`config.mk`:
```
export PLATFORM = sky130hd
export DESIGN_NAME = rmq_front
export DESIGN_NICKNAME = d
export VERILOG_FILES = /design/src/sv/rmq_pkg.sv /design/src/sv/rmq_front.sv
export SDC_FILE = /design/constraint.sdc
export NUM_CORES = 1
export LEC_CHECK = 0
export BUFFER_PORTS_ARGS = -buffer_cell sky130_fd_sc_hd__buf_2
export CORE_MARGIN = 1.5
export CORE_UTILIZATION = 39
export DETAILED_ROUTE_END_ITERATION = 10
export SKIP_CTS_REPAIR_TIMING = 1
export SYNTH_ARGS = -nofsm -noshare
export SYNTH_HDL_FRONTEND = slang
export SYNTH_SLANG_ARGS = --single-unit
```
`constraint.sdc`:
```
create_clock -name clock -period 4.6 [get_ports clock]
set_clock_uncertainty 0.2 [all_clocks]
set_input_delay 0.23 -clock clock [delete_from_list [all_inputs] [get_ports clock]]
set_output_delay 0.23 -clock clock [all_outputs]
set_load 0.05 [all_outputs]
```
`src/sv/rmq_pkg.sv`:
```
`timescale 1ns / 1ps
package rmq_pkg;

   localparam int FRAC_BITS = 14;
   localparam int IN_W      = 16;
   localparam int OUT_W     = 16;

   // t is one plus or minus three matrix entries; each v component is t or a sum or difference of two
   localparam int V_W       = ((FRAC_BITS + 2 > IN_W) ? FRAC_BITS + 2 : IN_W) + 2;
   localparam int T_W       = V_W - 1;
   localparam int N_W       = T_W + FRAC_BITS;
   localparam int SQ_STEPS  = (N_W + 1) / 2;
   localparam int S_W       = SQ_STEPS;
   localparam int N_PAD     = 2 * SQ_STEPS;
   localparam int R_W       = S_W + 3;

   localparam int MAG_W     = V_W;
   localparam int DIVD_W    = MAG_W + FRAC_BITS + 1;
   localparam int D_W       = S_W + 1;
   localparam int QB        = OUT_W - 1;
   localparam int R2_W      = D_W + 1;
   localparam int CMP_W     = (DIVD_W > D_W + QB) ? DIVD_W + 1 : D_W + QB + 1;

   localparam longint LIM_VAL = ((64'd1 << FRAC_BITS) > 64'd32767) ? 64'd32767
                                                                 : (64'd1 << FRAC_BITS);
   localparam logic [QB-1:0] LIM_Q = QB'(LIM_VAL);

   typedef struct packed {
      logic [T_W-1:0]          t;
      logic [3:0][V_W-1:0]     v;
   } front_type;

   typedef struct packed {
      logic [N_PAD-1:0]        n;
      logic [S_W-1:0]          root;
      logic [R_W-1:0]          rem;
      logic [3:0][V_W-1:0]     v;
   } sqrt_type;

   typedef struct packed {
      logic [D_W-1:0]          den;
      logic [3:0]              neg;
      logic [3:0]              ovf;
      logic [3:0][DIVD_W-1:0]  num;
      logic [3:0][R2_W-1:0]    rem;
      logic [3:0][QB-1:0]      quo;
   } div_type;

   typedef logic [3:0][OUT_W-1:0] quat_type;

endpackage

```
`src/sv/rmq_front.sv`:
```
`timescale 1ns / 1ps
module rmq_front (
   input  logic                    clock,
   input  logic                    reset,
   input  logic                    in_valid,
   output logic                    in_ready,
   input  logic [8:0][15:0]        in_m,
   output logic                    out_valid,
   input  logic                    out_ready,
   output rmq_pkg::front_type      out_data
);
   import rmq_pkg::*;

   localparam logic signed [V_W-1:0] ONE_V = V_W'(64'd1 << FRAC_BITS);

   logic                    vld_ff;
   front_type               dat_ff;
   front_type               dat_in;
   logic signed [V_W-1:0]   m [9];
   logic signed [V_W-1:0]   t, vx, vy, vz, vw;

   always_comb begin
      for (int i = 0; i < 9; i++) begin
         m[i] = V_W'($signed(in_m[i]));
      end
      if (m[8] < 0) begin
         if (m[0] > m[4]) begin
            t  = ONE_V + m[0] - m[4] - m[8];
            vx = t; vy = m[3] + m[1]; vz = m[2] + m[6]; vw = m[7] - m[5];
         end else begin
            t  = ONE_V - m[0] + m[4] - m[8];
            vx = m[3] + m[1]; vy = t; vz = m[7] + m[5]; vw = m[2] - m[6];
         end
      end else begin
         if (m[0] < -m[4]) begin
            t  = ONE_V - m[0] - m[4] + m[8];
            vx = m[2] + m[6]; vy = m[7] + m[5]; vz = t; vw = m[3] - m[1];
         end else begin
            t  = ONE_V + m[0] + m[4] + m[8];
            vx = m[7] - m[5]; vy = m[2] - m[6]; vz = m[3] - m[1]; vw = t;
         end
      end
      // clamp non-positive t to one LSB
      dat_in.t = (t < 1) ? T_W'(1) : T_W'(t);
      dat_in.v = {vw, vz, vy, vx};
   end

   assign in_ready  = !vld_ff || out_ready;
   assign out_valid = vld_ff;
   assign out_data  = dat_ff;

   always_ff @(posedge clock) begin
      if (reset) begin
         vld_ff <= 1'b0;
      end else if (in_ready) begin
         vld_ff <= in_valid;
      end
   end

   always_ff @(posedge clock) begin
      if (in_ready) begin
         dat_ff <= dat_in;
      end
   end

endmodule

```
==> metrics.md <==
| Metric | Value |
|---|---|
| Setup Crit Path Kind | primary input to flip-flop |
| Syn_area_per_cell | 8.17 um2 |
| Placed cell areas | 0.0191 mm2 |
| Net Count, Synth | 2373 |
| Internal reg-to-reg setup slack | 2.54 ns |
| Post-route setup slack | -0.0581 ns |
| Nets | 2777 |
| Peak VDD IR | roughly 0.3 mV |
| Total Wirelength | roughly 60000 um |
| Final Wtd Congestion | 0.946 |
| Layout cells sized above 1 | 23.8% |
| DP HPWL | about 50000 um |
| Synth area leaders | edfxtp_1, ha_1, fa_1 |
| Die height | 205 um |
| Syn-to-layout area delta | 24.8% |
| Routed WL per cell | 20.8 um |
| Cell Count, Final, Fillers Out | 2879 |
| GR Util All Layers | 28.0% |
| Minimum clock period | 4.66 ns |
| Final hold violations | 0 |
| Commonest non-fill, non-tap cell in the layout | buf_2 |
| Synth top area share | between 10% and 20% |
| Number of synthesized flops with an enable pin | 89 |
| Die width | 205 um |
| DP Worst Slack | -0.411 ns |
| Async SR Flop Fraction | 0% |
| Power consumption | 7.18 mW |
| Commonest non-fill, non-tap cells in the layout | buf_2, buf_4, ha_1 |
| H-tree levels | 3 |
| Pre-Repair DR Iteration Count | 5 |
| Final antenna-violating net count | 0 |
| Synth unique cells | 82 |
| Slew headroom | 37.1% |
| Reg-to-reg startpoint | out_valid |
| Reg clk slew, reported paths | 0.07 ns |
| Placed insts | 2851 |
| Vias in the first global route | 15400 |
| RSZ-0062 raised after global routing | yes |
| Synthesized flop and latch total | 90 |
| CTS root buffer | clkbuf_16 |
| Hold Path Origin | in_m[97] |
| Hold depth | 5 |
| Reg2reg path depth | 2 |
| Crit path max fanout | 8 |
| Worst Hold Path EP | out_data[19] |
| Max_cap viols | 0 |
| Largest net degree at the start of global routing | 82 |
| Worst reg2reg endpoint | out_data[78] |
| Post-synthesis cell count | 1944 |
| Worst endpoint data arrival time | 4.58 ns |
| CTS tree | done |
| Final max-slew violation count | 0 |
| Fill cell count | 3955 |
| Clock buffer count from CTS | 9 |
| Hold Crit Class | primary input to flip-flop |
| Violated checks | setup timing |
| Critical path launch point type | primary input |
| Setup-failing EPs final | 17 |
| Synth warnings | 0 |
| Initial DRC count | 1210 |
| Rows | 73 |
| CTS max path bufs | 2 |
| Initial antenna violation count | 1 |
| Pleak | 9.12 nW |
| CTS sink count | 90 |
| Final core occ | between 40% and 50% |
| TNS Setup | -0.677 ns |
| Initial core utilization | about two fifths |
| Global-route wire length before repair | 89400 um |
| Synth area leader | edfxtp_1 |
| PD cells | about 360 mW/mm2 |
| Synthesized cell area | 0.0159 mm2 |
| DIE AREA | 0.0419 mm2 |
| Clk_lat worst skew | 0.36 ns |
| Prevailing post-synth register cell | edfxtp_1 |
| Required @ worst endpoint | 4.52 ns |
| WHS | 0.340 ns |
| Worst slew pin tran | 0.919 ns |
| Avg Vias per Cell | ~5.6 |
| Core area | 0.0399 mm2 |
| Post-route cell area | between 0.015 and 0.02 mm2 |
| Grt ovf | 0 |
| Sequential fraction of the synthesis area | 17.0% |
| Num ports | 239 |
| Via count | 16000 |
| CP endpoint kind | flip-flop |
| Status | finished with violations |
| FMAX | between 0.2 and 0.25 GHz |
| Final period util | 101% |
| Drc violations | 0 |
| Port-buffer cells | 238 |
state kept, by name, summed over array words and instances, names as in the netlist:
name       count
out_data      89
out_valid      1
logic make-up after synthesis:
logic type	synth area share, %
AO/OA/AOI/OAI	22.0
flip-flops	17.0
adder cells (fa/ha/maj)	25.7
buffers and inverters	5.90
XOR/XNOR	8.66
AND/OR/NAND/NOR	19.0
multiplexers	1.80
worst max-delay path, cell delays in order:
cell       delay [ns]
buf_8            0.10
nor3_4           0.18
nand2b_1         0.12
or4_4            0.53
nor2_4           0.17
nand2_4          0.09
nor4_4           0.26
xnor2_2          0.13
fa_1             0.60
ha_4             0.23
a21o_1           0.19
a21oi_2          0.12
nor2b_1          0.06
or2_4            0.25
a21o_1           0.17
a21oi_2          0.19
xnor2_2          0.14
nand2_2          0.09
a311oi_4         0.32
buf_4            0.19
clkbuf_16        0.17
nor2b_1          0.05
power by group:
part	internal, mW	leakage (nW)	switching [mW]
sequential	1.22	0.944	0.137
combinational	1.91	8.05	3.23
clock	0.362	0.127	0.329
how the worst max path moves through the flow:
| stage | startpoint | to | cells past startpoint |
|---|---|---|---|
| after floorplan | in_m[3] | out_data[77] | 20 |
| after global placement | in_m[3] | out_data[77] | 22 |
| after detailed placement | in_m[3] | out_data[77] | 22 |
| after CTS | in_m[3] | out_data[77] | 22 |
| after global routing | in_m[2] | out_data[87] | 22 |
| final | in_m[2] | out_data[87] | 22 |
synth_stat cells, types with 6 or more instances:
cell type	count
a2111oi_0	7
a211oi_1	32
a21o_1	28
a21oi_1	134
a31o_2	7
a31oi_1	39
and2_1	7
and3_1	22
buf_1	6
buf_2	17
clkbuf_1	45
edfxtp_1	89
fa_1	75
ha_1	206
inv_1	165
mux2i_1	23
nand2_1	189
nand2b_1	22
nand3_1	50
nand3b_1	7
nand4_1	21
nor2_1	140
nor2b_1	37
nor3_1	56
nor3b_1	7
nor4_1	18
o211ai_1	28
o21a_1	28
o21ai_0	109
o21ai_1	6
o21bai_1	14
o31a_1	7
o31ai_1	14
o41ai_1	9
or2_2	9
or3_1	22
xnor2_1	113
xor2_1	44
routing by layer:
| metal | share of wire (%) | routed length, um | global-route usage [%] | vias to the layer above |
|---|---|---|---|---|
| met5 | 0 | 0 | 0 | - |
| met4 | 1.5 | 889 | 4.99 | 0 |
| met3 | 5.6 | 3380 | 3.96 | 48 |
| met2 | 47 | 28400 | 46.8 | 488 |
| met1 | 45 | 27200 | 38.6 | 7689 |
| li1 | - | - | - | 7769 |
area by class of cell:
class | instances | area (um2) | share of cell area, %
well taps | 525 | 657 | 3.32
flip-flops and latches | 90 | 2690 | 13.6
clock buffers | 10 | 229 | 1.16
inverters | 165 | 619 | 3.13
multi-input cells | 1617 | 12600 | 63.4
repair buffers | 465 | 3020 | 15.2
clock inverters | 6 | 33.8 | 0.170
diodes | 1 | 2.50 | 0.0126
Note: power is estimated with default switching activity, not from simulation.
