### src/sv/rmq_pkg.sv
`timescale 1ns / 1ps
package rmq_pkg;

   localparam int FRAC_BITS = 14;
   localparam int IN_W      = 16;
   localparam int OUT_W     = 16;

   // t is one plus or minus three matrix entries; each v component is t or a sum or difference of two
   localparam int V_W       = ((FRAC_BITS + 2 > IN_W) ? FRAC_BITS + 2 : IN_W) + 2;
   localparam int T_W       = V_W - 1;
   localparam int N_W       = T_W + FRAC_BITS;
   localparam int SQ_STEPS  = (N_W + 1) / 2;
   localparam int S_W       = SQ_STEPS;
   localparam int N_PAD     = 2 * SQ_STEPS;
   localparam int R_W       = S_W + 3;

   localparam int MAG_W     = V_W;
   localparam int DIVD_W    = MAG_W + FRAC_BITS + 1;
   localparam int D_W       = S_W + 1;
   localparam int QB        = OUT_W - 1;
   localparam int R2_W      = D_W + 1;
   localparam int CMP_W     = (DIVD_W > D_W + QB) ? DIVD_W + 1 : D_W + QB + 1;

   localparam longint LIM_VAL = ((64'd1 << FRAC_BITS) > 64'd32767) ? 64'd32767
                                                                 : (64'd1 << FRAC_BITS);
   localparam logic [QB-1:0] LIM_Q = QB'(LIM_VAL);

   typedef struct packed {
      logic [T_W-1:0]          t;
      logic [3:0][V_W-1:0]     v;
   } front_type;

   typedef struct packed {
      logic [N_PAD-1:0]        n;
      logic [S_W-1:0]          root;
      logic [R_W-1:0]          rem;
      logic [3:0][V_W-1:0]     v;
   } sqrt_type;

   typedef struct packed {
      logic [D_W-1:0]          den;
      logic [3:0]              neg;
      logic [3:0]              ovf;
      logic [3:0][DIVD_W-1:0]  num;
      logic [3:0][R2_W-1:0]    rem;
      logic [3:0][QB-1:0]      quo;
   } div_type;

   typedef logic [3:0][OUT_W-1:0] quat_type;

endpackage

### src/sv/rmq_divide.sv
`timescale 1ns / 1ps
module rmq_divide (
   input  logic                    clock,
   input  logic                    reset,
   input  logic                    in_valid,
   output logic                    in_ready,
   input  rmq_pkg::sqrt_type       in_data,
   output logic                    out_valid,
   input  logic                    out_ready,
   output rmq_pkg::quat_type       out_data
);
   import rmq_pkg::*;

   // stage 0 sets up, stages 1..QB each make one quotient bit per lane
   localparam int DEP = QB + 1;

   logic [DEP-1:0]       vld_ff;
   div_type              stg_ff [DEP];
   div_type              stg_in [DEP];
   logic [DEP:0]         rdy;
   logic                 out_vld_ff;
   quat_type             out_ff;
   quat_type             out_in;
   logic signed [V_W-1:0] vs;
   logic [MAG_W-1:0]     mag;
   logic [R2_W-1:0]      rem2;
   logic [QB-1:0]        qv;

   always_comb begin
      stg_in[0]     = '0;
      stg_in[0].den = {in_data.root, 1'b0};
      for (int l = 0; l < 4; l++) begin
         vs  = $signed(in_data.v[l]);
         mag = (vs < 0) ? MAG_W'(-vs) : MAG_W'(vs);
         stg_in[0].neg[l] = vs < 0;
         stg_in[0].num[l] = (DIVD_W'(mag) << FRAC_BITS) + DIVD_W'(in_data.root);
         stg_in[0].ovf[l] = CMP_W'(stg_in[0].num[l]) >= (CMP_W'(stg_in[0].den) << QB);
         stg_in[0].rem[l] = R2_W'(stg_in[0].num[l] >> QB);
      end
      for (int j = 1; j < DEP; j++) begin
         stg_in[j] = stg_ff[j-1];
         for (int l = 0; l < 4; l++) begin
            rem2 = {stg_ff[j-1].rem[l][R2_W-2:0], stg_ff[j-1].num[l][QB-j]};
            if (rem2 >= R2_W'(stg_ff[j-1].den)) begin
               stg_in[j].rem[l] = rem2 - R2_W'(stg_ff[j-1].den);
               stg_in[j].quo[l] = {stg_ff[j-1].quo[l][QB-2:0], 1'b1};
            end else begin
               stg_in[j].rem[l] = rem2;
               stg_in[j].quo[l] = {stg_ff[j-1].quo[l][QB-2:0], 1'b0};
            end
         end
      end
   end

   // saturate, then restore the sign
   always_comb begin
      for (int l = 0; l < 4; l++) begin
         if (stg_ff[DEP-1].ovf[l] || stg_ff[DEP-1].quo[l] > LIM_Q) begin
            qv = LIM_Q;
         end else begin
            qv = stg_ff[DEP-1].quo[l];
         end
         out_in[l] = stg_ff[DEP-1].neg[l] ? -OUT_W'(qv) : OUT_W'(qv);
      end
   end

   always_comb begin
      rdy[DEP] = !out_vld_ff || out_ready;
      for (int i = DEP - 1; i >= 0; i--) begin
         rdy[i] = !vld_ff[i] || rdy[i+1];
      end
   end

   assign in_ready  = rdy[0];
   assign out_valid = out_vld_ff;
   assign out_data  = out_ff;

   always_ff @(posedge clock) begin
      if (reset) begin
         vld_ff     <= '0;
         out_vld_ff <= 1'b0;
      end else begin
         if (rdy[0]) begin
            vld_ff[0] <= in_valid;
         end
         for (int i = 1; i < DEP; i++) begin
            if (rdy[i]) begin
               vld_ff[i] <= vld_ff[i-1];
            end
         end
         if (rdy[DEP]) begin
            out_vld_ff <= vld_ff[DEP-1];
         end
      end
   end

   always_ff @(posedge clock) begin
      for (int i = 0; i < DEP; i++) begin
         if (rdy[i]) begin
            stg_ff[i] <= stg_in[i];
         end
      end
      if (rdy[DEP]) begin
         out_ff <= out_in;
      end
   end

endmodule

### config.mk
export PLATFORM = sky130hd
export DESIGN_NAME = rmq_divide
export DESIGN_NICKNAME = d
export VERILOG_FILES = /design/src/sv/rmq_pkg.sv /design/src/sv/rmq_divide.sv
export SDC_FILE = /design/constraint.sdc
export NUM_CORES = 2
export LEC_CHECK = 0
export ABC_CLOCK_PERIOD_IN_PS = 12800
export BUFFER_PORTS_ARGS = -buffer_cell sky130_fd_sc_hd__buf_2
export CAP_MARGIN = 10
export CORE_MARGIN = 2
export CORE_UTILIZATION = 45
export CTS_CLUSTER_DIAMETER = 120
export DETAILED_ROUTE_END_ITERATION = 6
export PLACE_DENSITY_LB_ADDON = 0.3
export SLEW_MARGIN = 25
export SYNTH_ARGS = -nofsm -noshare
export SYNTH_HDL_FRONTEND = slang
export SYNTH_MEMORY_MAX_BITS = 65536
export SYNTH_SLANG_ARGS = --single-unit
### constraint.sdc
create_clock -name clock -period 12.8 [get_ports clock]
set_input_delay 0.64 -clock clock [delete_from_list [all_inputs] [get_ports clock]]
set_output_delay 0.64 -clock clock [all_outputs]
set_load 0.05 [all_outputs]
==> metrics.yaml <==
synthesis:
  yosys_warnings: 0
  synth.area.top_cells: "edfxtp_1 (49%), ha_1 (11%), mux2_2 (5.2%)"
  synth_edf_count: 1884
  synth_top_area_cell: "edfxtp_1"
  synth.avg_cell_area_um2: 11.38
  syn_nets: 11384
  yosys.cell_types.count: 95
  ys_seq_area_frac: 0.4911
  yosys_register_bits: 1901
  synth_top_area_frac: 0.4882
  postSynth.asyncResetShare: 0
  syn_inst: 10181
  synth_ff_type: "edfxtp_1"
  syn_area_mm2: 0.1159
clocking:
  htree_levels: 4
  root_buffer: "clkbuf_16"
  clkTransAtPathRegs_ps: 60
  clock-sinks: 1901
  cts_tree: "done"
  cts_resized: 0
  worstSkewPairLatency_ps: 890
  cts_buffer_depth: 3
  cts_made_buffers: 207
floorplan:
  core_area_mm2: 0.2565
  num_rows: 186
  die_x_um: 511.5
  die-area_mm2: 0.2616
  initial_core_util: 0.4519
  pin_count: 209
  die_h_um: 511.5
sta:
  fmaxAchievable_mhz: 156.7
  drv_slew: 0
  worst_pin_slew_ps: 1018
  setup_ws_ps: 6420
  period_minus_slack_ps: 6380
  fin_crit_sh: 0.4985
  setup_viol: 0
  timing.slew.headroom: 0.3211
  fin_skew_ps: 95.54
  rsz0062_at_grt: "no"
  setup_tns_ps: 0
  hold_violations: 0
detailed_routing:
  drt-total-wl_um: 331800
  first_iter_violations: 6212
  vias_per_cell: 5.818
  route.detailed.drc: 0
  ant_nets: 0
  dr.pass1.iters: 6
  vias: 81587
  wl_per_cell_um: 23.66
cells_and_area:
  layout_common_cells: "edfxtp_1 (1884), ha_1 (1000), nor2_1 (692), a21oi_1 (667), o21ai_0 (622)"
  fin_util: 0.5007
  drive_gt1_frac: 0.1153
  layout_commonest_cell: "edfxtp_1"
  syn2layout_area_growth_pct: 10.81
  layout.nets: 11655
global_route:
  grt_antenna_before_repair: 12
  grt.total_usage: 0.2475
  grt_first_pass_wirelength_um: 493700
  grt_pass1_vias: 79620
  grt.overflow.total: 0
  grt_max_degree: 99
placement:
  numPortBuffers: 157
  place_congestion: 0.9290
  place_ws_ps: 6938
  dp_hpwl_um: 261600
critical_path:
  end_kind: "output port"
  crit_required_ps: 12160
  crit_type: "flip-flop to output port"
  critPathLaunchType: "flip-flop"
  arrival_ps: 5740
  path_max_fanout: 98
power_and_ir_drop:
  finalPower_mw: 35.45
  powerDensity_mw_per_mm2: 276.1
  intPower_mw: 21.41
  switchingPower_mw: 14.05
  vdd_drop_max_v: 0.0001541
  swShare: 0.3962
  comb_power_share: 0.483
  pwr-share-clk: 0.173
  p_leak_nw: 51.03
  power_frac_seq: 0.344
min_path:
  worstHoldPathType: "input pin to flip-flop"
flow_run:
  maxCapViolations: 0
status:
  outcome: "finished clean"
## layout make-up
type | count | area (um^2)
fill | 22477 | 128000
sequential | 1901 | 56910
multi-input combinational | 7563 | 56660
clock buffer | 236 | 5310
tap | 3384 | 4234
inverter | 540 | 2047
clock inverter | 153 | 1773
timing repair buffer | 239 | 1460
antenna | 8 | 20.02
## flip-flops by register name, indices dropped and copies added (netlist names)
signal     flops
out_valid      1
out_data      64
vld_ff        16
stg_ff      1820
## per-stage QoR
stage / cells / area, um^2 / hold slack [ps]
floorplan: 10181 / 115900 / 400.3
global placement: 13611 / 121100 / 400.6
detailed placement: 13611 / 121100 / 404.5
CTS: 14014 / 128400 / 52.02
global route: 14018 / 128400 / 90.54
finish: 14024 / 128400 / 127.0
## synthesized netlist by cell type (all sizes together) (19+ instances only)
| cell type | count |
|---|---|
| a2111oi | 24 |
| a211o | 38 |
| a211oi | 73 |
| a21boi | 48 |
| a21o | 213 |
| a21oi | 677 |
| a31oi | 91 |
| a41oi | 19 |
| and2 | 29 |
| and3 | 70 |
| buf | 33 |
| clkbuf | 144 |
| edfxtp | 1884 |
| fa | 60 |
| ha | 1000 |
| inv | 540 |
| mux2 | 533 |
| mux2i | 119 |
| nand2 | 623 |
| nand2b | 158 |
| nand3 | 196 |
| nand3b | 21 |
| nand4 | 144 |
| nor2 | 694 |
| nor2b | 211 |
| nor3 | 204 |
| nor4 | 50 |
| o211ai | 55 |
| o21a | 216 |
| o21ai | 628 |
| o21bai | 43 |
| o221ai | 20 |
| o22ai | 24 |
| o311ai | 20 |
| o31a | 45 |
| o31ai | 90 |
| o41ai | 28 |
| or2 | 37 |
| or3 | 73 |
| or4 | 26 |
| xnor2 | 494 |
| xor2 | 269 |
## cells by family after synthesis
kind of cell,Yosys count,share of synthesized area
and+or+nand+nor,2601,0.1099
muxes,652,0.06207
AOI/OAI and AO/OA,2487,0.1374
xor gates and xnor gates,763,0.05767
buffers and inverters,717,0.02355
adders and majority gates,1060,0.1183
DFF,1901,0.4911
## worst paths after layout
kind	start	to	slack, ps	cells past startpoint
hold / removal	reset	vld_ff[2]$_SDFFE_PP0P_	130	2
setup / recovery	out_valid$_SDFFE_PP0P_	in_ready	6420	11
setup reg to reg	out_valid$_SDFFE_PP0P_	stg_ff[1][105]$_DFFE_PP_	7600	10
hold reg to reg	stg_ff[2][0]$_DFFE_PP_	stg_ff[2][290]$_DFFE_PP_	370	0
## per-layer routing
| metal | wire, um | track usage |
|---|---|---|
| met4 | 13780 | 0.09585 |
| met2 | 162100 | 0.4264 |
| met5 | 22 | 0 |
| met3 | 14040 | 0.02906 |
| met1 | 141800 | 0.3175 |
## what timing repair did
item | 4_1_cts | 5_1_grt
hold endpoints to repair | 14 | 0
endpoints found under the setup margin | 0 | 0
buffers inserted | 0 | 0
hold buffers | 14 | 0
## critical path: stages, from the launching register on
cell and delay (ps):
dfxtp_1 320, nor2b_1 490, and3_1 280, nand3_4 410, nor2_1 640, inv_6 350
nor2_1 520, and3_1 410, and3_1 450, nand4_1 230, buf_12 260, buf_2 340
## power groups by stage
stage          Combinational [mW]  Clock (mW)  Sequential [mW]
4_1_cts                      17.0        6.26             12.2
6_report                     17.1        6.13             12.2
5_1_grt                      18.8        6.51             12.4
3_5_place_dp                 16.8           0             12.3
2_1_floorplan                12.4           0             11.5
3_3_place_gp                 16.5           0             12.3
No activity file was read; power rests on OpenSTA's default activity.
