`config.mk`:
```
export PLATFORM = sky130hd
export DESIGN_NAME = rmq_isqrt
export DESIGN_NICKNAME = d
export VERILOG_FILES = /design/src/sv/rmq_pkg.sv /design/src/sv/rmq_isqrt.sv
export SDC_FILE = /design/constraint.sdc
export NUM_CORES = 1
export LEC_CHECK = 0
export ABC_AREA = 1
export BUFFER_PORTS_ARGS = -buffer_cell sky130_fd_sc_hd__buf_2
export CELL_PAD_IN_SITES_DETAIL_PLACEMENT = 1
export CELL_PAD_IN_SITES_GLOBAL_PLACEMENT = 1
export CORE_MARGIN = 5
export CORE_UTILIZATION = 38
export DETAILED_ROUTE_END_ITERATION = 16
export GPL_TIMING_DRIVEN = 0
export PLACE_DENSITY_LB_ADDON = 0.15
export SYNTH_ARGS = -nofsm -noshare
export SYNTH_HDL_FRONTEND = slang
export SYNTH_SLANG_ARGS = --single-unit
export TNS_END_PERCENT = 50
```
`constraint.sdc`:
```
create_clock -name clock -period 21.7 [get_ports clock]
set_input_delay 4.34 -clock clock [delete_from_list [all_inputs] [get_ports clock]]
set_output_delay 4.34 -clock clock [all_outputs]
set_load 0.03 [all_outputs]
```
`src/sv/rmq_pkg.sv`:
```
`timescale 1ns / 1ps
package rmq_pkg;

   localparam int FRAC_BITS = 14;
   localparam int IN_W      = 16;
   localparam int OUT_W     = 16;

   // t is one plus or minus three matrix entries; each v component is t or a sum or difference of two
   localparam int V_W       = ((FRAC_BITS + 2 > IN_W) ? FRAC_BITS + 2 : IN_W) + 2;
   localparam int T_W       = V_W - 1;
   localparam int N_W       = T_W + FRAC_BITS;
   localparam int SQ_STEPS  = (N_W + 1) / 2;
   localparam int S_W       = SQ_STEPS;
   localparam int N_PAD     = 2 * SQ_STEPS;
   localparam int R_W       = S_W + 3;

   localparam int MAG_W     = V_W;
   localparam int DIVD_W    = MAG_W + FRAC_BITS + 1;
   localparam int D_W       = S_W + 1;
   localparam int QB        = OUT_W - 1;
   localparam int R2_W      = D_W + 1;
   localparam int CMP_W     = (DIVD_W > D_W + QB) ? DIVD_W + 1 : D_W + QB + 1;

   localparam longint LIM_VAL = ((64'd1 << FRAC_BITS) > 64'd32767) ? 64'd32767
                                                                 : (64'd1 << FRAC_BITS);
   localparam logic [QB-1:0] LIM_Q = QB'(LIM_VAL);

   typedef struct packed {
      logic [T_W-1:0]          t;
      logic [3:0][V_W-1:0]     v;
   } front_type;

   typedef struct packed {
      logic [N_PAD-1:0]        n;
      logic [S_W-1:0]          root;
      logic [R_W-1:0]          rem;
      logic [3:0][V_W-1:0]     v;
   } sqrt_type;

   typedef struct packed {
      logic [D_W-1:0]          den;
      logic [3:0]              neg;
      logic [3:0]              ovf;
      logic [3:0][DIVD_W-1:0]  num;
      logic [3:0][R2_W-1:0]    rem;
      logic [3:0][QB-1:0]      quo;
   } div_type;

   typedef logic [3:0][OUT_W-1:0] quat_type;

endpackage

```
`src/sv/rmq_isqrt.sv`:
```
`timescale 1ns / 1ps
module rmq_isqrt (
   input  logic                    clock,
   input  logic                    reset,
   input  logic                    in_valid,
   output logic                    in_ready,
   input  rmq_pkg::front_type      in_data,
   output logic                    out_valid,
   input  logic                    out_ready,
   output rmq_pkg::sqrt_type       out_data
);
   import rmq_pkg::*;

   localparam int DEP = SQ_STEPS;

   logic [DEP-1:0]   vld_ff;
   sqrt_type         stg_ff [DEP];
   sqrt_type         stg_in [DEP];
   sqrt_type         init;
   logic [DEP:0]     rdy;

   // one result bit per stage: bring down two bits, try root*4+1
   function automatic sqrt_type sq_step(sqrt_type a);
      sqrt_type         b;
      logic [R_W-1:0]   rem2;
      logic [R_W-1:0]   trial;
      b     = a;
      rem2  = {a.rem[R_W-3:0], a.n[N_PAD-1 -: 2]};
      trial = R_W'({a.root, 2'b01});
      b.n   = a.n << 2;
      if (rem2 >= trial) begin
         b.rem  = rem2 - trial;
         b.root = {a.root[S_W-2:0], 1'b1};
      end else begin
         b.rem  = rem2;
         b.root = {a.root[S_W-2:0], 1'b0};
      end
      return b;
   endfunction

   always_comb begin
      init      = '0;
      init.n    = N_PAD'(in_data.t) << FRAC_BITS;
      init.v    = in_data.v;
      stg_in[0] = sq_step(init);
      for (int i = 1; i < DEP; i++) begin
         stg_in[i] = sq_step(stg_ff[i-1]);
      end
   end

   always_comb begin
      rdy[DEP] = out_ready;
      for (int i = DEP - 1; i >= 0; i--) begin
         rdy[i] = !vld_ff[i] || rdy[i+1];
      end
   end

   assign in_ready  = rdy[0];
   assign out_valid = vld_ff[DEP-1];
   assign out_data  = stg_ff[DEP-1];

   always_ff @(posedge clock) begin
      if (reset) begin
         vld_ff <= '0;
      end else begin
         if (rdy[0]) begin
            vld_ff[0] <= in_valid;
         end
         for (int i = 1; i < DEP; i++) begin
            if (rdy[i]) begin
               vld_ff[i] <= vld_ff[i-1];
            end
         end
      end
   end

   always_ff @(posedge clock) begin
      for (int i = 0; i < DEP; i++) begin
         if (rdy[i]) begin
            stg_ff[i] <= stg_in[i];
         end
      end
   end

endmodule

```
==> results of run 1 <==
sequential cells by signal (all words and copies together), names as in the netlist:
register / count
stg_ff: 1605
vld_ff: 16
routing by layer:
| metal | track usage [%] | up-vias |
|---|---|---|
| met4 | 4.375 | 0 |
| li1 | - | 13969 |
| met5 | 0 | - |
| met3 | 2.834 | 189 |
| met1 | 16.62 | 13818 |
| met2 | 22.61 | 397 |
cell usage in the layout (no fill, tap or decap), types with 40 or more instances in the layout:
cell type | Yosys | layout
sky130_fd_sc_hd__o21ai_0 | 119 | 119
sky130_fd_sc_hd__nor2_1 | 190 | 190
sky130_fd_sc_hd__nand2_1 | 423 | 419
sky130_fd_sc_hd__ha_1 | 140 | 140
sky130_fd_sc_hd__clkinv_1 | 0 | 40
sky130_fd_sc_hd__a21oi_1 | 166 | 166
sky130_fd_sc_hd__xor2_1 | 74 | 74
sky130_fd_sc_hd__buf_4 | 143 | 143
sky130_fd_sc_hd__buf_2 | 12 | 212
sky130_fd_sc_hd__xnor2_1 | 80 | 80
sky130_fd_sc_hd__clkbuf_16 | 0 | 172
sky130_fd_sc_hd__inv_1 | 343 | 338
sky130_fd_sc_hd__edfxtp_1 | 1605 | 1605
sky130_fd_sc_hd__nand3_1 | 91 | 89
kinds of logic (layout without fill, tap and decap cells):
family | after synthesis | in the layout | synth area share (%)
other | 1 | 35 | 0.006221
and+or+nand+nor | 834 | 834 | 6.166
AOI/OAI and AO/OA | 391 | 391 | 3.736
xor gates and xnor gates | 154 | 154 | 2.237
adders and majority gates | 147 | 147 | 3.138
DFF | 1621 | 1621 | 80.48
muxes | 1 | 1 | 0.01868
buffers and inverters | 514 | 1050 | 4.215
stage by stage:
stage          setup slack (ns)  instances
2_1_floorplan             7.198       3695
3_3_place_gp              2.814       5967
3_5_place_dp              7.978       5988
4_1_cts                   7.968       6303
5_1_grt                   7.740       6303
6_report                  8.215       6305
layout make-up:
| class | count | area, sq um |
|---|---|---|
| Antenna cell | 2 | 5.005 |
| Buffer | 166 | 1235 |
| Clock buffer | 204 | 4424 |
| Clock inverter | 111 | 1285 |
| Fill cell | 15364 | 87670 |
| Inverter | 348 | 1331 |
| Multi-Input combinational cell | 1560 | 9408 |
| Sequential cell | 1621 | 48520 |
| Tap cell | 2072 | 2592 |
| Timing Repair Buffer | 221 | 1549 |
worst paths after layout:
check / end / slack [ns]
max: in_ready / 8.21
min: stg_ff[0][834]$_DFFE_PP_ / 0.36
max reg2reg: stg_ff[0][189]$_DFFE_PP_ / 16.14
min reg2reg: stg_ff[0][834]$_DFFE_PP_ / 0.36
where the power goes:
group / switching, mW / internal [mW] / total [mW]
Clock: 1.19 / 1.71 / 2.90
Combinational: 0.529 / 0.339 / 0.868
Sequential: 0.160 / 3.79 / 3.95
Total: 1.88 / 5.84 / 7.72
worst reg2reg max path, cell delays in order, from the launching register on:
cell	delay, ns
sky130_fd_sc_hd__dfxtp_1	0.49
sky130_fd_sc_hd__nand4_4	0.68
sky130_fd_sc_hd__buf_12	0.46
sky130_fd_sc_hd__nor3_4	0.27
sky130_fd_sc_hd__nand4_4	0.54
sky130_fd_sc_hd__nor2_4	0.49
sky130_fd_sc_hd__nand4_4	0.60
sky130_fd_sc_hd__nor2_8	0.43
sky130_fd_sc_hd__nand3_4	0.70
sky130_fd_sc_hd__buf_16	0.48
==> run_results.csv, run 1 <==
group,metric,value,unit
run_status,outcome,"completed",
timing,final_hold_viol_count,0,
worst_setup_path,critical_path_class,"input pin to output pin",
floorplanning,floorplan.initialDensity,38.15,%
routing,post_drt_via_cell_ratio,4.500,
routing,num_vias,28373,
layout,design.final.nets,4330,
clocking,tritoncts_clock_tree,"built",
timing,fin_setup_tns,0,ns
logic_synthesis,post_synth_most_frequent_cells,"sky130_fd_sc_hd__edfxtp_1, sky130_fd_sc_hd__nand2_1, sky130_fd_sc_hd__inv_1, sky130_fd_sc_hd__nor2_1, sky130_fd_sc_hd__a21oi_1",
clocking,insertion_delay,0.79,ns
clocking,clk_pin_slew_worst_paths,0.06,ns
routing,route.detailed.drc,0,
worst_setup_path,ff2ff_path_depth,9,
timing,finalCritPeriodShare,62.14,%
clocking,cts.repair_timing.setup_buffer_count,0,
logic_synthesis,post_syn_area_per_cell,16.46,sq um
logic_synthesis,number_of_enable_type_register_cells_in_the_synthesized_netlist,1605,
worst_setup_path,cp_capture_type,"output pin",
global_routing,remaining_global_route_overflow,0,
placement,placed_cell_area,64630,sq um
routing,drt_iter0_drc,1255,
timing,max-slew-margin-rel,26.80,%
floorplanning,coreArea,158000,sq um
worst_setup_path,critical_path_required,17.36,ns
routing,top_signal_layer_used,"met4",
logic_synthesis,synth_area,60280,sq um
routing,met2RoutedLength,53.35,mm
timing,final.setup_skew,0.07710,ns
floorplanning,die_area,166700,sq um
worst_setup_path,worstPathCellList,"buf_2 > inv_1 > nand4_4 > buf_12 > nor3_4 > nand4_4 > nor2_4 > nand4_4 > nor2_8 > nand4_4 > buf_16 > buf_2",
timing,period_needed,13.49,ns
timing,unrepaired_setup_endpoints_after_global_routing,"false",
logic_synthesis,synth.top_cells.by_area,"sky130_fd_sc_hd__edfxtp_1, sky130_fd_sc_hd__ha_1, sky130_fd_sc_hd__nand2_1, sky130_fd_sc_hd__inv_1, sky130_fd_sc_hd__buf_4",
worst_setup_path,cpPeakStageDelay,0.64,ns
global_routing,grt_pass1_vias,30539,
floorplanning,ioPinCount,234,
floorplanning,die-width,408.3,um
pwr,powerDensity,109.8,nW/um^2
min_path,worstHoldPathCells,0,
min_path,hold_path.class,"register to register",
floorplanning,rows,146,
routing,met1_length,47.69,mm
placement,hpwl,74.79,mm
logic_synthesis,yosys.area.top_type,"sky130_fd_sc_hd__edfxtp_1",
logic_synthesis,ys_seq_area_share,80.48,%
routing,met3RoutedLength,4.076,mm
timing,holdWs,0.3567,ns
layout,syn_to_final_growth,16.69,%
global_routing,globalRouteTotalUtil,13.16,%
timing,max_freq,74.15,MHz
clocking,cts-hold-fix-buffers,0,
worst_setup_path,critical_path_arrival,9.15,ns
timing,setup-violations-final,0,
flow_run,max_cap_viol_count,0,
routing,avgRoutedWirePerCell,17.14,um
timing,timing_max_transition_violations_final,0,
layout,drive_gt1_share,17.04,%
clocking,clock_path_buffers,3,
timing,tightestPinTransition,1.090,ns
placement,gp_congestion,0.8192,
clocking,clockRootBuffer,"sky130_fd_sc_hd__clkbuf_16",
worst_setup_path,worstPathBufferInverterCount,5,
global_routing,largest_net_degree_at_the_start_of_global_routing,78,
worst_setup_path,critPathLaunch,"out_ready",
clocking,cts.repair.resized,0,
worst_setup_path,critical_path.reg2reg.startpoint,"vld_ff[15]$_SDFFE_PP0P_",
clocking,cts_made_buffers,172,
worst_setup_path,path_max_fanout,40,
global_routing,global_route_wire_length_before_repair,172.0,mm
worst_setup_path,worst-path-stages,12,
layout,post-route-util,44.52,%
logic_synthesis,ys.warnings.count,0,
floorplanning,die_y,408.3,um
worst_setup_path,timing.critical_path.mode_cell,"sky130_fd_sc_hd__nand4_4",
logic_synthesis,synth_seq_cells,1621,
routing,drt_pre_antenna_iters,5,
logic_synthesis,synthMostInstantiatedCell,"sky130_fd_sc_hd__edfxtp_1",
routing,route.antenna.remaining_nets,0,
logic_synthesis,synth.distinct_cells,58,
worst_setup_path,crit_slowest_cell,"sky130_fd_sc_hd__nand4_4",
layout,final_area,70350,sq um
pwr,cellLeakagePower,27.73,nW
worst_setup_path,timing.critical_path.from_type,"input pin",
logic_synthesis,synthDominantCellAreaShare,79.95,%
pwr,vdd.ir_drop.worst,0.06893,mV
clocking,h-tree-depth,4,
logic_synthesis,ys_async_sr_fraction,0,%
pwr,totalPowerFinal,7.722,mW
global_routing,grt_antenna_before_repair,3,
worst_setup_path,critPathTopFamily,"simple AND/OR/NAND/NOR gates",
min_path,worst_hold_startpoint,"stg_ff[0][697]$_DFFE_PP_",
logic_synthesis,synth-main-ff-cell,"sky130_fd_sc_hd__edfxtp_1",
placement,buffer_ports.inserted,200,
clocking,cts.sinks,1621,
routing,wl,108.1,mm
logic_synthesis,synth_cells,3663,
(Power assumes the default switching activity.)
==> inputs of run 2 (changes only) <==
Settings changed: ABC_AREA 1 to 0.
Clock period 21.7 ns to 11.6 ns, I/O delays scaled along.
==> run_results.csv, run 2 <==
group,metric,value,unit
run_status,outcome,"completed",
logic_synthesis,ys_seq_area_share,82.07,%
floorplanning,ioPinCount,234,
timing,final.setup_skew,0.03488,ns
clocking,cts.repair.resized,0,
global_routing,grt_pass1_vias,28485,
min_path,worstHoldPathCells,0,
placement,detailedPlace.worstSlack,2.285,ns
global_routing,global_route_wire_length_before_repair,160.4,mm
layout,drive_gt1_share,18.45,%
layout,insertedDiodeCount,0,
floorplanning,die_area,163600,sq um
clocking,tritoncts_clock_tree,"built",
pwr,switching_power,3.261,mW
logic_synthesis,ys.warnings.count,0,
global_routing,largest_net_degree_at_the_start_of_global_routing,106,
clocking,h-tree-depth,4,
pwr,cellLeakagePower,26.61,nW
worst_setup_path,timing.critical_path.from_type,"input pin",
min_path,worst_hold_startpoint,"stg_ff[1][554]$_DFFE_PP_",
placement,gp_congestion,0.7926,
layout,design.final.nets,3902,
clocking,cts.sinks,1621,
routing,met1_length,43.68,mm
flow_run,max_cap_viol_count,0,
logic_synthesis,synth.top_cells.by_area,"sky130_fd_sc_hd__edfxtp_1, sky130_fd_sc_hd__ha_1, sky130_fd_sc_hd__buf_4, sky130_fd_sc_hd__xnor2_1, sky130_fd_sc_hd__inv_1",
layout,layout_common_cells,"sky130_fd_sc_hd__edfxtp_1, sky130_fd_sc_hd__buf_2, sky130_fd_sc_hd__inv_1, sky130_fd_sc_hd__clkbuf_16, sky130_fd_sc_hd__nand2_1",
routing,route.antenna.remaining_nets,0,
timing,tightestPinTransition,0.9091,ns
timing,setup-violations-final,0,
logic_synthesis,synth_area,59120,sq um
layout,largest_register,"stg_ff",
routing,top_signal_layer_used,"met4",
routing,route.detailed.drc,0,
pwr,vdd.ir_drop.worst,0.1578,mV
worst_setup_path,timing.reg2reg.setup_slack,6.79,ns
pwr,totalPowerFinal,14.02,mW
pwr,sw_frac_of_total,23.27,%
routing,avgRoutedWirePerCell,17.37,um
worst_setup_path,cpPeakStageDelay,0.73,ns
clocking,cts-hold-fix-buffers,0,
logic_synthesis,post_syn_area_per_cell,18.31,sq um
worst_setup_path,crit-reg2reg-capture,"stg_ff[0][17]$_DFFE_PP_",
placement,hpwl,66.69,mm
clocking,cts_made_buffers,172,
routing,num_vias,26651,
placement,placed_cells_incl_taps,5532,
worst_setup_path,ff2ff_path_depth,10,
layout,final-instance-count-excl-fill,5849,
timing,max-slew-margin-rel,39.39,%
worst_setup_path,worstPathCellList,"buf_2 > nor2b_4 > and2_4 > inv_16 > nor4_4 > clkinvlp_4 > buf_12 > nor2_4 > nand4_1 > or2_4 > buf_16 > buf_2",
floorplanning,coreArea,154400,sq um
pwr,seq_power_share,52.6,%
clocking,cts.repair_timing.setup_buffer_count,0,
logic_synthesis,synth.distinct_cells,81,
min_path,hold_path.class,"register to register",
worst_setup_path,timing.critical_path.mode_cell,"sky130_fd_sc_hd__buf_2",
logic_synthesis,yosys.area.top_type,"sky130_fd_sc_hd__edfxtp_1",
worst_setup_path,critical_path_required,9.28,ns
logic_synthesis,synthMostInstantiatedCell,"sky130_fd_sc_hd__edfxtp_1",
timing,worst_slack_setup_final,2.453,ns
logic_synthesis,synth_cells,3228,
routing,wl,101.6,mm
logic_synthesis,post_synth_most_frequent_cells,"sky130_fd_sc_hd__edfxtp_1, sky130_fd_sc_hd__inv_1, sky130_fd_sc_hd__nand2_1, sky130_fd_sc_hd__buf_4, sky130_fd_sc_hd__ha_1",
timing,final_hold_viol_count,0,
worst_setup_path,worstPathBufferInverterCount,6,
logic_synthesis,ys_async_sr_fraction,0,%
clocking,clock_path_buffers,3,
layout,final_common_cell,"sky130_fd_sc_hd__edfxtp_1",
placement,buffer_ports.inserted,200,
global_routing,grt_antenna_before_repair,4,
timing,timing_max_transition_violations_final,0,
timing,max_freq,109.3,MHz
logic_synthesis,synth-main-ff-cell,"sky130_fd_sc_hd__edfxtp_1",
clocking,insertion_delay,0.78,ns
pwr,p_int,10.76,mW
pwr,power.share.clock,37.6,%
clocking,clockRootBuffer,"sky130_fd_sc_hd__clkbuf_16",
routing,met3RoutedLength,3.791,mm
worst_setup_path,critPathTopFamily,"simple AND/OR/NAND/NOR gates",
logic_synthesis,synthDominantCellAreaShare,81.52,%
worst_setup_path,cp_capture_type,"output pin",
logic_synthesis,synth_seq_cells,1621,
routing,met2RoutedLength,51.45,mm
worst_setup_path,critical_path_arrival,6.83,ns
worst_setup_path,crit_slowest_cell,"sky130_fd_sc_hd__or2_4",
pwr,pwr-share-comb,9.8,%
floorplanning,floorplan.initialDensity,38.29,%
layout,syn_to_final_growth,16.83,%
worst_setup_path,path_max_fanout,105,
logic_synthesis,number_of_enable_type_register_cells_in_the_synthesized_netlist,1605,
timing,unrepaired_setup_endpoints_after_global_routing,"false",
placement,placed_cell_area,63560,sq um
floorplanning,die_y,404.4,um
global_routing,remaining_global_route_overflow,0,
floorplanning,rows,144,
clocking,clk_pin_slew_worst_paths,0.06,ns
pwr,powerDensity,202.9,nW/um^2
worst_setup_path,critical_path_class,"input pin to output pin",
worst_setup_path,critical_path.reg2reg.startpoint,"vld_ff[15]$_SDFFE_PP0P_",
global_routing,globalRouteTotalUtil,12.58,%
routing,post_drt_via_cell_ratio,4.557,
layout,final_area,69070,sq um
routing,drt_pre_antenna_iters,4,
timing,period_needed,9.147,ns
timing,holdWs,0.4020,ns
layout,biggestRegsByFlops,"stg_ff x1605, vld_ff x16",
layout,flip_flop_count_of_the_largest_register_all_copies_and_words_added,1605,
timing,finalCritPeriodShare,78.86,%
floorplanning,die-width,404.4,um
min_path,hold-path-endpoint,"stg_ff[1][691]$_DFFE_PP_",
routing,drt_iter0_drc,1128,
## run 2: changes by cell type in the layout (fill, tap and decap cells not counted), sizes merged, moves of 18 or more
cell	previous run	this run
nand4	32	12
a21oi	176	106
or3	0	22
mux2	1	35
inv	352	193
a21o	10	40
o21a	5	26
nor2	202	122
nand2	432	167
nand3	96	27
nand2b	0	19
nor2b	0	18
## run 2: how the worst max path moves through the flow
stage	startpoint	end	slack, ns	depth (start not counted)
3_3_place_gp	out_ready	in_ready	-6.29	10
5_1_grt	out_ready	in_ready	2.04	12
6_report	out_ready	in_ready	2.45	12
2_1_floorplan	out_ready	in_ready	-0.48	8
3_5_place_dp	out_ready	in_ready	2.28	12
4_1_cts	out_ready	in_ready	2.24	12
## run 2: cells by family (layout without fill, tap and decap cells)
kind of cell / after synthesis / in the layout / share of synthesized area (%)
AO/OA/AOI/OAI: 414 / 414 / 4.383
flip-flops: 1621 / 1621 / 82.07
AND/OR/NAND/NOR: 499 / 499 / 4.125
multiplexers: 38 / 38 / 0.7238
adder cells (fa/ha/maj): 147 / 147 / 3.200
XOR/XNOR: 158 / 158 / 2.341
other: 1 / 33 / 0.006343
buffers and inverters: 350 / 895 / 3.156
## run 2: layer usage
| layer | vias to the layer above | GRT usage (%) |
|---|---|---|
| met2 | 381 | 22.10 |
| met3 | 187 | 2.655 |
| li1 | 12944 | - |
| met1 | 13139 | 15.47 |
| met5 | - | 0 |
| met4 | 0 | 4.287 |
## run 2: layout make-up
cell class,instances,area [sq um]
buffer,162,1160
clock buffer,208,4482
clock inverter,109,1030
fill,14689,85340
inverter,188,745.7
multi-input combinational,1289,8937
sequential,1621,48520
tap,2044,2557
timing repair buffer,228,1642
## run 2: power groups by stage
stage	registers, mW	logic (mW)	clock network, mW
detailed placement	7.51	1.38	0
floorplan	7.38	1.09	0
global placement	7.48	1.35	0
finish	7.37	1.38	5.27
CTS	7.38	1.39	5.49
global route	7.44	1.54	5.75
## run 2: through the flow
stage | util [%] | TNS [ns]
after floorplan | - | -0.4796
after global placement | 40.69 | -739.84
after detailed placement | 41.16 | 0
after CTS | 44.73 | 0
after global routing | 44.73 | 0
final | 44.73 | 0
